[src/rtl/ppsp_pkg.sv]
`default_nettype none
package ppsp_pkg;

    localparam int KIND_BITS  = 3;
    localparam int VALUE_BITS = 16;
    localparam int ROW_BITS   = 16;
    localparam int POS_BITS   = 18;
    localparam int ERR_BITS   = 4;
    localparam int FMT_BITS   = 2;

    typedef struct packed {
        logic [KIND_BITS-1:0]  kind;
        logic [VALUE_BITS-1:0] value;
        logic [ROW_BITS-1:0]   row;
        logic [POS_BITS-1:0]   position;
        logic [ERR_BITS-1:0]   error_code;
        logic                  last;
    } t_result;

    // result kinds
    localparam logic [KIND_BITS-1:0] KIND_FORMAT   = 3'd0;
    localparam logic [KIND_BITS-1:0] KIND_WIDTH    = 3'd1;
    localparam logic [KIND_BITS-1:0] KIND_HEIGHT   = 3'd2;
    localparam logic [KIND_BITS-1:0] KIND_MAXVAL   = 3'd3;
    localparam logic [KIND_BITS-1:0] KIND_SAMPLE   = 3'd4;
    localparam logic [KIND_BITS-1:0] KIND_COMPLETE = 3'd5;
    localparam logic [KIND_BITS-1:0] KIND_ERROR    = 3'd6;

    // error codes
    localparam logic [ERR_BITS-1:0] ERR_NONE        = 4'd0;
    localparam logic [ERR_BITS-1:0] ERR_EARLY_END   = 4'd1;
    localparam logic [ERR_BITS-1:0] ERR_MAGIC_LINE  = 4'd2;
    localparam logic [ERR_BITS-1:0] ERR_BAD_MAGIC   = 4'd3;
    localparam logic [ERR_BITS-1:0] ERR_FMT_MISMATCH = 4'd4;
    localparam logic [ERR_BITS-1:0] ERR_BAD_DIMS    = 4'd5;
    localparam logic [ERR_BITS-1:0] ERR_BAD_MAX     = 4'd6;
    localparam logic [ERR_BITS-1:0] ERR_BAD_SAMPLE  = 4'd7;
    localparam logic [ERR_BITS-1:0] ERR_TOO_LARGE   = 4'd8;

    // characters
    localparam logic [7:0] CH_TAB  = 8'h09;
    localparam logic [7:0] CH_LF   = 8'h0A;
    localparam logic [7:0] CH_CR   = 8'h0D;
    localparam logic [7:0] CH_SP   = 8'h20;
    localparam logic [7:0] CH_BANG = 8'h21;
    localparam logic [7:0] CH_HASH = 8'h23;
    localparam logic [7:0] CH_0    = 8'h30;
    localparam logic [7:0] CH_1    = 8'h31;
    localparam logic [7:0] CH_3    = 8'h33;
    localparam logic [7:0] CH_9    = 8'h39;
    localparam logic [7:0] CH_P    = 8'h50;
    localparam logic [7:0] CH_TILDE = 8'h7E;

    localparam logic [FMT_BITS-1:0] FMT_PBM = 2'd1;

    function automatic t_result make_result(
        input logic [KIND_BITS-1:0]  kind,
        input logic [VALUE_BITS-1:0] value,
        input logic [ROW_BITS-1:0]   row,
        input logic [POS_BITS-1:0]   position,
        input logic [ERR_BITS-1:0]   error_code,
        input logic                  last
    );
        t_result r;
        r.kind       = kind;
        r.value      = value;
        r.row        = row;
        r.position   = position;
        r.error_code = error_code;
        r.last       = last;
        return r;
    endfunction

endpackage
`default_nettype wire

[src/rtl/ppsp_byte_if.sv]
`default_nettype none
interface ppsp_byte_if;
    logic       valid;
    logic       ready;
    logic [7:0] byte_value;
    logic       end_of_file;

    modport source (output valid, output byte_value, output end_of_file, input ready);
    modport sink   (input valid, input byte_value, input end_of_file, output ready);
endinterface
`default_nettype wire

[src/rtl/ppsp_cfg_if.sv]
`default_nettype none
interface ppsp_cfg_if;
    import ppsp_pkg::*;
    logic                valid;
    logic                ready;
    logic [FMT_BITS-1:0] expected_format;

    modport source (output valid, output expected_format, input ready);
    modport sink   (input valid, input expected_format, output ready);
endinterface
`default_nettype wire

[src/rtl/ppsp_result_if.sv]
`default_nettype none
interface ppsp_result_if;
    import ppsp_pkg::*;
    logic                  valid;
    logic                  ready;
    logic [KIND_BITS-1:0]  kind;
    logic [VALUE_BITS-1:0] value;
    logic [ROW_BITS-1:0]   row;
    logic [POS_BITS-1:0]   position;
    logic [ERR_BITS-1:0]   error_code;
    logic                  last;

    modport source (output valid, output kind, output value, output row, output position,
                    output error_code, output last, input ready);
    modport sink   (input valid, input kind, input value, input row, input position,
                    input error_code, input last, output ready);
endinterface
`default_nettype wire

[src/rtl/ppsp_out_queue.sv]
`default_nettype none
module ppsp_out_queue #(
    parameter int DEPTH = 4
) (
    input  logic                       i_clk,
    input  logic                       i_rst_n,
    input  logic [1:0]                 i_push_cnt,
    input  ppsp_pkg::t_result          i_data0,
    input  ppsp_pkg::t_result          i_data1,
    input  logic                       i_pop,
    output logic                       o_valid,
    output ppsp_pkg::t_result          o_data,
    output logic [$clog2(DEPTH+1)-1:0] o_count
);
    import ppsp_pkg::*;

    localparam int PTR_BITS = (DEPTH > 1) ? $clog2(DEPTH) : 1;
    localparam int CNT_BITS = $clog2(DEPTH+1);

    t_result               r_mem [DEPTH];
    logic [PTR_BITS-1:0]   r_wr, r_rd, n_wr, w_wr1;
    logic [CNT_BITS-1:0]   r_count, n_count;
    logic                  w_pop;

    function automatic logic [PTR_BITS-1:0] wrap_inc(input logic [PTR_BITS-1:0] p);
        return (p == PTR_BITS'(DEPTH-1)) ? '0 : p + 1'b1;
    endfunction

    assign w_wr1   = wrap_inc(r_wr);
    assign w_pop   = i_pop && (r_count != '0);
    assign o_valid = (r_count != '0);
    assign o_data  = r_mem[r_rd];
    assign o_count = r_count;

    always_comb begin
        case (i_push_cnt)
            2'd1:    n_wr = w_wr1;
            2'd2:    n_wr = wrap_inc(w_wr1);
            default: n_wr = r_wr;
        endcase
        n_count = r_count + CNT_BITS'(i_push_cnt) - CNT_BITS'(w_pop);
    end

    always_ff @(posedge i_clk) begin
        if (!i_rst_n) begin
            r_wr    <= '0;
            r_rd    <= '0;
            r_count <= '0;
        end else begin
            r_wr    <= n_wr;
            r_count <= n_count;
            if (w_pop) begin
                r_rd <= wrap_inc(r_rd);
            end
        end
    end

    always_ff @(posedge i_clk) begin
        for (int i = 0; i < DEPTH; i++) begin
            if (i_push_cnt != 2'd0 && r_wr == PTR_BITS'(i)) begin
                r_mem[i] <= i_data0;
            end else if (i_push_cnt == 2'd2 && w_wr1 == PTR_BITS'(i)) begin
                r_mem[i] <= i_data1;
            end
        end
    end

endmodule
`default_nettype wire

[src/rtl/plain_pnm_stream_parser.sv]
`default_nettype none
// Plain PNM (P1/P2/P3) stream parser. Takes one file byte per clock and
// updates a small parse state in that same cycle; each byte yields zero, one
// or two result words (a number closed by its terminator can be followed by
// an error or image-complete word). Results go into a QUEUE_DEPTH-entry
// output queue, and a byte is taken only while at least two entries are free,
// so the input runs at one byte per clock as long as the sink takes one word
// per clock; the output side delivers at most one word per clock. The format
// register may be written at any time the parser is idle and is kept across
// end of file.
module plain_pnm_stream_parser #(
    parameter int DIM_BITS    = 16,
    parameter int VALUE_BITS  = 16,
    parameter int QUEUE_DEPTH = 4
) (
    input  logic          i_clk,
    input  logic          i_rst_n,
    ppsp_byte_if.sink     i_byte,
    ppsp_cfg_if.sink      i_cfg,
    ppsp_result_if.source o_result
);
    import ppsp_pkg::*;

    localparam int ACC_BITS  = ((DIM_BITS > VALUE_BITS) ? DIM_BITS : VALUE_BITS) + 4;
    localparam int CNT_BITS  = DIM_BITS + 2;
    localparam int QCNT_BITS = $clog2(QUEUE_DEPTH+1);

    localparam logic [3:0] PH_START   = 4'd0;
    localparam logic [3:0] PH_MAGIC2  = 4'd1;
    localparam logic [3:0] PH_SKIPW   = 4'd2;
    localparam logic [3:0] PH_WIDTH   = 4'd3;
    localparam logic [3:0] PH_BETWEEN = 4'd4;
    localparam logic [3:0] PH_HEIGHT  = 4'd5;
    localparam logic [3:0] PH_SKIPM   = 4'd6;
    localparam logic [3:0] PH_MAX     = 4'd7;
    localparam logic [3:0] PH_SKIPS   = 4'd8;
    localparam logic [3:0] PH_SAMPLE  = 4'd9;
    localparam logic [3:0] PH_DONE    = 4'd10;

    logic [FMT_BITS-1:0] r_exp_fmt;
    logic [3:0]          r_phase, n_phase;
    logic                r_comment, n_comment;
    logic                r_brk, n_brk;
    logic [7:0]          r_first, n_first;
    logic [FMT_BITS-1:0] r_fmt, n_fmt;
    logic [DIM_BITS-1:0] r_width, n_width;
    logic [DIM_BITS-1:0] r_height, n_height;
    logic [ACC_BITS-1:0] r_acc, n_acc;
    logic [DIM_BITS-1:0] r_row, n_row;
    logic [CNT_BITS-1:0] r_pos, n_pos;

    logic                 w_in_acc;
    logic [1:0]           w_nres;
    t_result              w_res [2];
    logic [1:0]           w_push_cnt;
    logic [QCNT_BITS-1:0] w_count;
    logic                 w_q_valid;
    t_result              w_q_data;

    assign w_in_acc     = i_byte.valid && i_byte.ready;
    assign i_byte.ready = (w_count <= QCNT_BITS'(QUEUE_DEPTH-2));
    assign i_cfg.ready  = 1'b1;
    assign w_push_cnt   = w_in_acc ? w_nres : 2'd0;

    always_comb begin
        logic [7:0]          b;
        logic                eof;
        logic [3:0]          ph;
        logic                go_b;
        logic                is_dig;
        logic                is_sp;
        logic                is_gr;
        logic                is_br;
        logic [3:0]          dig;
        logic [ACC_BITS-1:0] acc10;
        logic                too_big;
        logic [CNT_BITS-1:0] len;
        logic [CNT_BITS-1:0] pos_inc;
        logic [DIM_BITS-1:0] row_nx;
        logic [FMT_BITS-1:0] fmt;

        b      = i_byte.byte_value;
        eof    = i_byte.end_of_file;
        is_dig = (b inside {[CH_0:CH_9]});
        is_sp  = (b == CH_SP) || (b inside {[CH_TAB:CH_CR]});
        is_gr  = (b inside {[CH_BANG:CH_TILDE]});
        is_br  = (b == CH_LF) || (b == CH_CR);
        dig    = b[3:0];
        acc10  = {r_acc[ACC_BITS-4:0], 3'b000} + {r_acc[ACC_BITS-2:0], 1'b0}
                 + ACC_BITS'(dig);
        len    = (r_fmt == 2'd3) ? ({r_width, 1'b0} + CNT_BITS'(r_width))
                                 : CNT_BITS'(r_width);
        pos_inc = r_pos + 1'b1;
        row_nx  = r_row;
        fmt     = '0;
        too_big = 1'b0;

        n_phase   = r_phase;
        n_comment = r_comment;
        n_brk     = r_brk;
        n_first   = r_first;
        n_fmt     = r_fmt;
        n_width   = r_width;
        n_height  = r_height;
        n_acc     = r_acc;
        n_row     = r_row;
        n_pos     = r_pos;
        w_res[0]  = '0;
        w_res[1]  = '0;
        w_nres    = 2'd0;

        ph   = r_phase;
        go_b = 1'b1;

        // number tokens: accumulate, flag an overflow, or close; closing byte then re-read below
        if (ph == PH_WIDTH || ph == PH_HEIGHT || ph == PH_MAX || ph == PH_SAMPLE) begin
            go_b = 1'b0;
            if (!eof && is_dig) begin
                if (ph == PH_WIDTH || ph == PH_HEIGHT) begin
                    too_big = ((acc10 >> DIM_BITS) != '0);
                end else begin
                    too_big = ((acc10 >> VALUE_BITS) != '0);
                end
                if (too_big) begin
                    w_res[w_nres[0]] = make_result(KIND_ERROR, '0, '0, '0, ERR_TOO_LARGE, 1'b1);
                    w_nres = w_nres + 1'b1;
                    ph = PH_DONE;
                end else begin
                    n_acc = acc10;
                end
            end else begin
                case (ph)
                    PH_WIDTH: begin
                        n_width = r_acc[DIM_BITS-1:0];
                        w_res[w_nres[0]] = make_result(KIND_WIDTH, 16'(r_acc), '0, '0,
                                                       ERR_NONE, 1'b0);
                        w_nres = w_nres + 1'b1;
                        ph = PH_BETWEEN;
                    end
                    PH_HEIGHT: begin
                        n_height = r_acc[DIM_BITS-1:0];
                        w_res[w_nres[0]] = make_result(KIND_HEIGHT, 16'(r_acc), '0, '0,
                                                       ERR_NONE, 1'b0);
                        w_nres = w_nres + 1'b1;
                        if (r_fmt == FMT_PBM) begin
                            n_row = '0;
                            n_pos = '0;
                            if (r_width == '0 || r_acc[DIM_BITS-1:0] == '0) begin
                                w_res[w_nres[0]] = make_result(KIND_COMPLETE, '0, '0, '0,
                                                               ERR_NONE, 1'b1);
                                w_nres = w_nres + 1'b1;
                                ph = PH_DONE;
                            end else begin
                                ph = PH_SKIPS;
                            end
                        end else begin
                            ph = PH_SKIPM;
                        end
                    end
                    PH_MAX: begin
                        w_res[w_nres[0]] = make_result(KIND_MAXVAL, 16'(r_acc), '0, '0,
                                                       ERR_NONE, 1'b0);
                        w_nres = w_nres + 1'b1;
                        n_row = '0;
                        n_pos = '0;
                        if (r_width == '0 || r_height == '0) begin
                            w_res[w_nres[0]] = make_result(KIND_COMPLETE, '0, '0, '0,
                                                           ERR_NONE, 1'b1);
                            w_nres = w_nres + 1'b1;
                            ph = PH_DONE;
                        end else begin
                            ph = PH_SKIPS;
                        end
                    end
                    default: begin
                        w_res[w_nres[0]] = make_result(KIND_SAMPLE, 16'(r_acc), 16'(r_row),
                                                       18'(r_pos), ERR_NONE, 1'b0);
                        w_nres = w_nres + 1'b1;
                        if (pos_inc >= len) begin
                            n_pos  = '0;
                            row_nx = r_row + 1'b1;
                        end else begin
                            n_pos = pos_inc;
                        end
                        n_row = row_nx;
                        if (row_nx >= r_height) begin
                            w_res[w_nres[0]] = make_result(KIND_COMPLETE, '0, '0, '0,
                                                           ERR_NONE, 1'b1);
                            w_nres = w_nres + 1'b1;
                            ph = PH_DONE;
                        end else begin
                            ph = PH_SKIPS;
                        end
                    end
                endcase
                go_b = (ph != PH_DONE);
            end
        end

        // token start: skipping, magic number, gap between width and height
        if (go_b) begin
            case (ph)
                PH_START, PH_SKIPW, PH_SKIPM, PH_SKIPS: begin
                    if (eof) begin
                        w_res[w_nres[0]] = make_result(KIND_ERROR, '0, '0, '0,
                                                       ERR_EARLY_END, 1'b1);
                        w_nres = w_nres + 1'b1;
                        ph = PH_DONE;
                    end else if (n_comment) begin
                        if (is_br) begin
                            n_comment = 1'b0;
                            n_brk     = 1'b1;
                        end
                    end else if (is_br) begin
                        n_brk = 1'b1;
                    end else if (!is_gr) begin
                        ph = ph;
                    end else if (b == CH_HASH) begin
                        n_comment = 1'b1;
                    end else if (ph == PH_START) begin
                        if (n_brk) begin
                            w_res[w_nres[0]] = make_result(KIND_ERROR, '0, '0, '0,
                                                           ERR_MAGIC_LINE, 1'b1);
                            w_nres = w_nres + 1'b1;
                            ph = PH_DONE;
                        end else begin
                            n_first = b;
                            ph = PH_MAGIC2;
                        end
                    end else if (!is_dig) begin
                        w_res[w_nres[0]] = make_result(KIND_ERROR, '0, '0, '0,
                            (ph == PH_SKIPW) ? ERR_BAD_DIMS :
                            ((ph == PH_SKIPM) ? ERR_BAD_MAX : ERR_BAD_SAMPLE), 1'b1);
                        w_nres = w_nres + 1'b1;
                        ph = PH_DONE;
                    end else begin
                        n_acc = ACC_BITS'(dig);
                        ph = ph + 1'b1;
                    end
                end
                PH_MAGIC2: begin
                    if (!eof && b != CH_HASH && r_first == CH_P && (b inside {[CH_1:CH_3]})) begin
                        fmt = b[1:0];
                    end
                    if (fmt == '0) begin
                        w_res[w_nres[0]] = make_result(KIND_ERROR, '0, '0, '0,
                                                       ERR_BAD_MAGIC, 1'b1);
                        w_nres = w_nres + 1'b1;
                        ph = PH_DONE;
                    end else if ((fmt - 1'b1) != r_exp_fmt) begin
                        w_res[w_nres[0]] = make_result(KIND_ERROR, '0, '0, '0,
                                                       ERR_FMT_MISMATCH, 1'b1);
                        w_nres = w_nres + 1'b1;
                        ph = PH_DONE;
                    end else begin
                        n_fmt = fmt;
                        w_res[w_nres[0]] = make_result(KIND_FORMAT, 16'(fmt), '0, '0,
                                                       ERR_NONE, 1'b0);
                        w_nres = w_nres + 1'b1;
                        ph = PH_SKIPW;
                    end
                end
                PH_BETWEEN: begin
                    if (eof) begin
                        w_res[w_nres[0]] = make_result(KIND_ERROR, '0, '0, '0,
                                                       ERR_EARLY_END, 1'b1);
                        w_nres = w_nres + 1'b1;
                        ph = PH_DONE;
                    end else if (is_sp) begin
                        ph = PH_BETWEEN;
                    end else if (!is_dig) begin
                        w_res[w_nres[0]] = make_result(KIND_ERROR, '0, '0, '0,
                                                       ERR_BAD_DIMS, 1'b1);
                        w_nres = w_nres + 1'b1;
                        ph = PH_DONE;
                    end else begin
                        n_acc = ACC_BITS'(dig);
                        ph = PH_HEIGHT;
                    end
                end
                default: begin
                    ph = PH_DONE;
                end
            endcase
        end

        n_phase = ph;

        // end of file: back to the start, expected-format register kept
        if (eof) begin
            n_phase   = PH_START;
            n_comment = 1'b0;
            n_brk     = 1'b0;
            n_first   = '0;
            n_fmt     = '0;
            n_width   = '0;
            n_height  = '0;
            n_acc     = '0;
            n_row     = '0;
            n_pos     = '0;
        end
    end

    always_ff @(posedge i_clk) begin
        if (!i_rst_n) begin
            r_exp_fmt <= '0;
            r_phase   <= PH_START;
            r_comment <= 1'b0;
            r_brk     <= 1'b0;
            r_first   <= '0;
            r_fmt     <= '0;
            r_width   <= '0;
            r_height  <= '0;
            r_acc     <= '0;
            r_row     <= '0;
            r_pos     <= '0;
        end else begin
            if (i_cfg.valid) begin
                r_exp_fmt <= i_cfg.expected_format;
            end
            if (w_in_acc) begin
                r_phase   <= n_phase;
                r_comment <= n_comment;
                r_brk     <= n_brk;
                r_first   <= n_first;
                r_fmt     <= n_fmt;
                r_width   <= n_width;
                r_height  <= n_height;
                r_acc     <= n_acc;
                r_row     <= n_row;
                r_pos     <= n_pos;
            end
        end
    end

    ppsp_out_queue #(
        .DEPTH (QUEUE_DEPTH)
    ) u_queue (
        .i_clk      (i_clk),
        .i_rst_n    (i_rst_n),
        .i_push_cnt (w_push_cnt),
        .i_data0    (w_res[0]),
        .i_data1    (w_res[1]),
        .i_pop      (o_result.ready),
        .o_valid    (w_q_valid),
        .o_data     (w_q_data),
        .o_count    (w_count)
    );

    assign o_result.valid      = w_q_valid;
    assign o_result.kind       = w_q_data.kind;
    assign o_result.value      = w_q_data.value;
    assign o_result.row        = w_q_data.row;
    assign o_result.position   = w_q_data.position;
    assign o_result.error_code = w_q_data.error_code;
    assign o_result.last       = w_q_data.last;

`ifndef SYNTHESIS
    // a byte is taken only with room for two words
    a_room: assert property (@(posedge i_clk) disable iff (!i_rst_n)
        w_in_acc |-> (w_count <= QCNT_BITS'(QUEUE_DEPTH-2)))
        else $error("byte accepted without room for two words");

    // nothing is produced after the image has closed
    a_quiet_done: assert property (@(posedge i_clk) disable iff (!i_rst_n)
        (w_in_acc && !i_byte.end_of_file && r_phase == PH_DONE) |-> (w_push_cnt == 2'd0))
        else $error("word produced after image closed");

    // a closing word is never followed by another in the same byte
    a_last_final: assert property (@(posedge i_clk) disable iff (!i_rst_n)
        (w_push_cnt == 2'd2) |-> !w_res[0].last)
        else $error("word follows a closing word");

    // end of file always rewinds the parser
    a_eof_rewind: assert property (@(posedge i_clk) disable iff (!i_rst_n)
        (w_in_acc && i_byte.end_of_file) |=> (r_phase == PH_START))
        else $error("parser not rewound after end of file");
`endif

endmodule
`default_nettype wire
[src/flat_wrapper.sv]
// flat-port wrapper written by rule: the top's interface ports become plain ports
module plain_pnm_stream_parser_flat import ppsp_pkg::*;
#(
    parameter int DIM_BITS    = 16,
    parameter int VALUE_BITS  = 16,
    parameter int QUEUE_DEPTH = 4
)
  (i_clk, i_rst_n, i_byte_valid, i_byte_byte_value, i_byte_end_of_file, i_byte_ready, i_cfg_valid, i_cfg_expected_format, i_cfg_ready, o_result_valid, o_result_kind, o_result_value, o_result_row, o_result_position, o_result_error_code, o_result_last, o_result_ready);
  ppsp_byte_if i_byte_i ();
  ppsp_cfg_if i_cfg_i ();
  ppsp_result_if o_result_i ();
  input  logic i_clk;
  input  logic i_rst_n;
  input wire logic [$bits(i_byte_i.valid)-1:0] i_byte_valid;
  input wire logic [$bits(i_byte_i.byte_value)-1:0] i_byte_byte_value;
  input wire logic [$bits(i_byte_i.end_of_file)-1:0] i_byte_end_of_file;
  output wire logic [$bits(i_byte_i.ready)-1:0] i_byte_ready;
  input wire logic [$bits(i_cfg_i.valid)-1:0] i_cfg_valid;
  input wire logic [$bits(i_cfg_i.expected_format)-1:0] i_cfg_expected_format;
  output wire logic [$bits(i_cfg_i.ready)-1:0] i_cfg_ready;
  output wire logic [$bits(o_result_i.valid)-1:0] o_result_valid;
  output wire logic [$bits(o_result_i.kind)-1:0] o_result_kind;
  output wire logic [$bits(o_result_i.value)-1:0] o_result_value;
  output wire logic [$bits(o_result_i.row)-1:0] o_result_row;
  output wire logic [$bits(o_result_i.position)-1:0] o_result_position;
  output wire logic [$bits(o_result_i.error_code)-1:0] o_result_error_code;
  output wire logic [$bits(o_result_i.last)-1:0] o_result_last;
  input wire logic [$bits(o_result_i.ready)-1:0] o_result_ready;
  assign i_byte_i.valid = i_byte_valid;
  assign i_byte_i.byte_value = i_byte_byte_value;
  assign i_byte_i.end_of_file = i_byte_end_of_file;
  assign i_byte_ready = i_byte_i.ready;
  assign i_cfg_i.valid = i_cfg_valid;
  assign i_cfg_i.expected_format = i_cfg_expected_format;
  assign i_cfg_ready = i_cfg_i.ready;
  assign o_result_valid = o_result_i.valid;
  assign o_result_kind = o_result_i.kind;
  assign o_result_value = o_result_i.value;
  assign o_result_row = o_result_i.row;
  assign o_result_position = o_result_i.position;
  assign o_result_error_code = o_result_i.error_code;
  assign o_result_last = o_result_i.last;
  assign o_result_i.ready = o_result_ready;
  plain_pnm_stream_parser #(.DIM_BITS(DIM_BITS), .VALUE_BITS(VALUE_BITS), .QUEUE_DEPTH(QUEUE_DEPTH)) u_core (.i_clk(i_clk), .i_rst_n(i_rst_n), .i_byte(i_byte_i), .i_cfg(i_cfg_i), .o_result(o_result_i));
endmodule
[config.mk]
export PLATFORM = sky130hd
export DESIGN_NAME = plain_pnm_stream_parser_flat
export DESIGN_NICKNAME = d
export VERILOG_FILES = /design/src/rtl/ppsp_pkg.sv /design/src/rtl/ppsp_byte_if.sv /design/src/rtl/ppsp_cfg_if.sv /design/src/rtl/ppsp_result_if.sv /design/src/rtl/ppsp_out_queue.sv /design/src/rtl/plain_pnm_stream_parser.sv /design/src/flat_wrapper.sv
export SDC_FILE = /design/constraint.sdc
export NUM_CORES = 1
export LEC_CHECK = 0
export ABC_CLOCK_PERIOD_IN_PS = 13700
export BUFFER_PORTS_ARGS = -buffer_cell sky130_fd_sc_hd__buf_2
export CELL_PAD_IN_SITES_DETAIL_PLACEMENT = 1
export CELL_PAD_IN_SITES_GLOBAL_PLACEMENT = 2
export CORE_UTILIZATION = 42
export CTS_CLUSTER_SIZE = 20
export DETAILED_ROUTE_END_ITERATION = 10
export PLACE_DENSITY = 0.9
export SLEW_MARGIN = 25
export SYNTH_ARGS = -nofsm -noshare
export SYNTH_HDL_FRONTEND = slang
export SYNTH_SLANG_ARGS = --single-unit
[constraint.sdc]
create_clock -name i_clk -period 13.7 [get_ports i_clk]
set_input_delay 2.055 -clock i_clk [delete_from_list [all_inputs] [get_ports i_clk]]
set_output_delay 2.055 -clock i_clk [all_outputs]
set_load 0.05 [all_outputs]
# After elaboration in Yosys (flattened, before gate mapping)
# Memory sizes are Yosys's and may differ from the RTL's. A register that Yosys moved wholly into a read port is not among the register bits.
# Index checks and enable logic that the tools add are counted.
# classes
n_addsub	13
order_cmp	13
n_eq_ne	37
n_mux	182
n_bitwise	20
n_reduce_logical	58
# op_table
op	n
$mux W116	15
$mux W58	14
$pmux W116 S3	1
$pmux W58 S3	2
$and A108 B108 Y108	3
$not A108 Y108	3
$mux W16	16
$mux W20	12
$bwmux W116	2
$and A106 B106 Y106	2
$not A106 Y106	2
$reduce_or A58 Y1	2
$mux W18	6
$mux W4	20
$mux W2	36
$mux W8	9
$demux W58 S1	1
$pmux W18 S3	1
$logic_not A16 Y1	3
$pmux W16 S3	1
$mux W1	40
$pmux W20 S2	1
$ge A8 B6 Y1 const B	3
$or A8 B8 Y8	3
other kinds (53)	125
# totals
regBits	111
ramBits	232
output_inout_bits	61
wordCells	338
memories	1
# mem_list
memory	words	width	rd	rd_clocked_by_memory_dff	wr	line_no	text
u_core.u_queue.r_mem	4	58	1	1	2	ppsp_out_queue.sv:20	t_result r_mem [DEPTH];

# Depth between registers and ports, before layout
# logic_depth
word_depth	32
ltp_mapped	50

# Hierarchy
# From an unflattened synthesis, not the netlist that was laid out.
# hier_totals
cells_unflattened	1827
area_unflattened_um2	21435.6
# by_module_without_submodules
module	instances	cells_each	area_per_inst_um2	seq_area_each_um2
ppsp_out_queue	1	635	11928.9	7146.9
plain_pnm_stream_parser	1	1192	9506.6	2062.0

# Worst setup path after synthesis
# No wires, ideal clock.
# synth_path
kind	reg-to-reg
start	reg u_core.r_width[1]
end	mem u_core.u_queue.r_mem[1][0] (netlist bit), enable pin
arrival_ns	9.130
required_ns	13.283
setup_slack_ns	4.153
stages_incl_launch_ff	47
n_path_buf	3
period_less_slack_ns	9.547
path_cell_list	dfxtp_1 -> ha_1 -> fa_1 -> a21o_1 -> a21oi_1 -> o21bai_1 -> a21oi_1 -> o21bai_1 -> a21o_1 -> a211oi_1 -> o21ai_0 -> a31oi_1 -> xnor2_1 -> mux2i_1 -> ha_1 -> or4_1 -> a21oi_1 -> o21a_1 -> [... 11 more ...] -> nand2_1 -> o21ai_1 -> inv_1 -> ha_1 -> nor2b_1 -> nand2_1 -> nor3_1 -> and4_1 -> a21o_1 -> buf_6 -> nand2b_4 -> o31a_1 -> buf_2 -> o311a_1 -> o21ai_0 -> ha_1 -> nand2_1 -> nand2_1
# synth_rtl
item	line_no	text
start: declaration	plain_pnm_stream_parser.sv:46	logic [DIM_BITS-1:0] r_width, n_width;
start signal: assignment	plain_pnm_stream_parser.sv:327	r_width <= n_width;
end: declaration	ppsp_out_queue.sv:20	

==> impl_results.md <==
- Outcome: complete, no violations
- R2r setup slk: 2.42 ns
- Worst clock skew: 0.01169 ns
- Worst hold slack: 0.4732 ns
- Syn Nets: 1966
- Core area: 0.04656 mm^2
- Post-synthesis register bit count: 344
- Initial DRC Count: 866
- GRT Resource Usage Total: 0.2419
- Hold path start: u_core.r_first[6]
- Cell family with most CP delay: compound AO/OA/AOI/OAI gates
- Non-Filler Instances: 2500
- Required @ worst endpoint: 14.13 ns
- Die width: 219.1 um
- Gate power share: 0.234
- Largest net degree at the start of global routing: 67
- Sw frac: 0.3290
- Synth area leaders: edfxtp_1, dfxtp_1, ha_1
- YS warnings: 0
- Post-synthesis cell type count: 92
- Final setup fails: 0
- Max cap viols: 0
- Layout cells sized above 1: 0.1363
- Crit Path Max Fanout: 22
- Avg WL per Cell: 22.89 um
- CP max stage delay: 0.85 ns
- Port buffer count: 75
- CTS Sinks: 344
- Final Hold Viols: 0
- Cells after DPL: 2428
- Fin crit period: 11.28 ns
- Post-synth top cells: edfxtp_1, and2_1, nor2_1
- Die Area: 0.04799 mm^2
- Net Sw Power: 967.3 uW
- Post-layout util: 0.4724
- Flop pwr share: 0.412
- Clock network power share: 0.354
- Register area share after synthesis: 0.4654
- Slew at the pin with the worst max-slew slack: 1.090 ns
- EDFF count, synth: 232
- Antenna Cells: 0
- Internal power: 1973 uW
- H-tree levels: 2
- Antenna violations before repair: 2
- CP max stage cell: nor2_1
- First-pass GRT wire length: 90190 um
- Post-synth ARST share: 0
- Cell at the root of the clock tree: clkbuf_16
- Hold depth: 1
- Filler cells: 4967
- Syn Inst Count: 1827
- Synth Flop Type: edfxtp_1
- Crit path kind: reg -> reg
- Critical path startpoint category: flop
- FF-to-FF path depth: 49
- Later-pin clock latency in the skew report: 0.57 ns
- Worst path most repeated cell: ha_1
- GPL Wtd Cong: 0.9104
- CTS buffer count: 40
- Fin nets: 2002
- Routed WL: 57210 um
- WHS Endpoint: u_core.r_first[6]
- Area Growth Syn to Fin: 11.13%
- Slew HR: 0.2704
- Syn avg cell area: 10.83 um^2
- Leakage: 0.008190 uW
- Part of the cycle the worst path needs: 0.8235
- Final Slew Violations: 0
- Hold_buf cts: 0
- Crit path buf inv count: 3
- Fmax: 0.08864 GHz
- Post-synth top area cell: edfxtp_1
- IO Pins: 77
- CTS tree: done
- Setup TNS: 0 ns
- Tot Pwr: 2940 uW
- Routed Antenna Nets: 0
- Starting density of the core: 0.4251
- Vias in the first global route: 15640
- Rows: 79
- Die Y: 219.1 um
- DRC: 0
- Worst r2r src: u_core.r_width[1]
- VDD IR-drop max: 0.0001331 V
- Dpl hpwl: 39580 um
- Top cell type's share of synthesized area: 0.3520
- CTS resizes: 0
- Synth Cell Area: 0.01979 mm^2
- Vias: 14750
- Grt total ovfl: 0
- Count leader, synth: edfxtp_1
- Initial DRT Pass Iterations: 5
- Reg clk slew, reported paths: 0.06 ns
- FF-to-FF End: u_core.u_queue.r_mem[0][42]
- Vias/cell: 5.900
- CP Data Arrival Time: 11.71 ns
- Unrepaired setup endpoints after global routing: no
- PD cells: 133.7 mW/mm^2
- CP endpoint kind: flop
- Hold Crit Class: reg -> reg
- Post-CTS setup buffers: 0
- Clock buffer depth: 3
==> sequential cells by signal, summed over array words and instances (netlist names), named ones only <==
name,cells
u_core.r_comment,1
u_core.r_acc,19
u_core.r_exp_fmt,2
u_core.u_queue.r_rd,2
u_core.r_phase,4
u_core.r_fmt,2
u_core.u_queue.r_wr,2
u_core.r_row,16
u_core.r_brk,1
u_core.u_queue.r_mem,232
u_core.r_height,16
u_core.r_first,8
u_core.r_width,16
u_core.u_queue.o_count,3
u_core.r_pos,18
==> worst max-delay path by stage <==
stage	startpoint	endpoint	slack (ns)	depth (start not counted)
after CTS	u_core.r_width[1]	u_core.u_queue.r_mem[0][13]	2.42	48
final	u_core.r_width[1]	u_core.u_queue.r_mem[0][42]	2.42	49
after floorplan	u_core.r_width[1]	u_core.u_queue.r_mem[1][0]	4.15	46
after global routing	u_core.r_width[1]	u_core.u_queue.r_mem[1][42]	1.62	49
after global placement	u_core.r_width[0]	u_core.u_queue.r_mem[2][13]	2.79	48
after detailed placement	u_core.r_width[1]	u_core.u_queue.r_mem[0][13]	2.47	48
==> logic make-up after synthesis <==
logic type | synth area share
AND/OR/NAND/NOR | 0.1786
flip-flops | 0.4654
AO/OA/AOI/OAI | 0.1132
buffers and inverters | 0.03585
multiplexers | 0.1002
adder cells (fa/ha/maj) | 0.07929
XOR/XNOR | 0.02725
other | 0.0001895
==> power by group through the flow <==
stage	clock network (uW)	registers, uW	logic [uW]
6_report	1040	1210	689
3_5_place_dp	0	1230	691
5_1_grt	1100	1220	725
4_1_cts	1050	1210	694
3_3_place_gp	0	1230	683
2_1_floorplan	0	1210	546
==> per-stage QoR <==
stage / setup WS (ns) / area, um^2
after global routing: 1.616 / 21990
after global placement: 2.785 / 20700
after detailed placement: 2.470 / 20710
after CTS: 2.416 / 21960
final: 2.418 / 21990
after floorplan: 4.153 / 19790
==> routing by layer <==
metal	track usage	share of wire	vias up
met1	0.3180	0.44	7491
met5	0	0	-
li1	-	-	6785
met4	0.08449	0.028	0
met3	0.03576	0.050	89
met2	0.4052	0.48	386
==> cell type report <==
type | instances | area, um^2 | share of cell area
multi-input combinational | 1306 | 9948 | 0.4524
sequential | 344 | 9214 | 0.4190
clock buffer | 49 | 1066 | 0.04847
tap | 607 | 759.5 | 0.03453
timing repair buffer | 96 | 533.0 | 0.02424
inverter | 75 | 281.5 | 0.01280
clock inverter | 23 | 190.2 | 0.008648
==> placed cells by master, fill, tap and decap left out, drive strengths merged, types with 7 or more instances in the layout <==
cell / synthesis / layout
a211oi: 11 / 11
a21o: 18 / 18
a21oi: 80 / 80
a22o: 19 / 19
a22oi: 18 / 18
a31oi: 9 / 9
and2: 179 / 179
and3: 20 / 20
buf: 22 / 96
clkbuf: 80 / 49
clkinv: 1 / 17
dfxtp: 112 / 112
edfxtp: 232 / 232
ha: 119 / 119
inv: 74 / 77
mux2i: 62 / 62
mux4: 58 / 58
nand2: 94 / 94
nand2b: 17 / 17
nand3: 26 / 26
nand4: 27 / 27
nor2: 156 / 156
nor2b: 33 / 33
nor3: 60 / 60
nor3b: 7 / 7
nor4: 16 / 16
o211ai: 10 / 10
o21a: 12 / 12
o21ai: 69 / 69
o22ai: 8 / 8
o31ai: 8 / 8
or3: 15 / 15
xnor2: 37 / 37
xor2: 22 / 22
No activity file was read; power rests on OpenSTA's default activity.
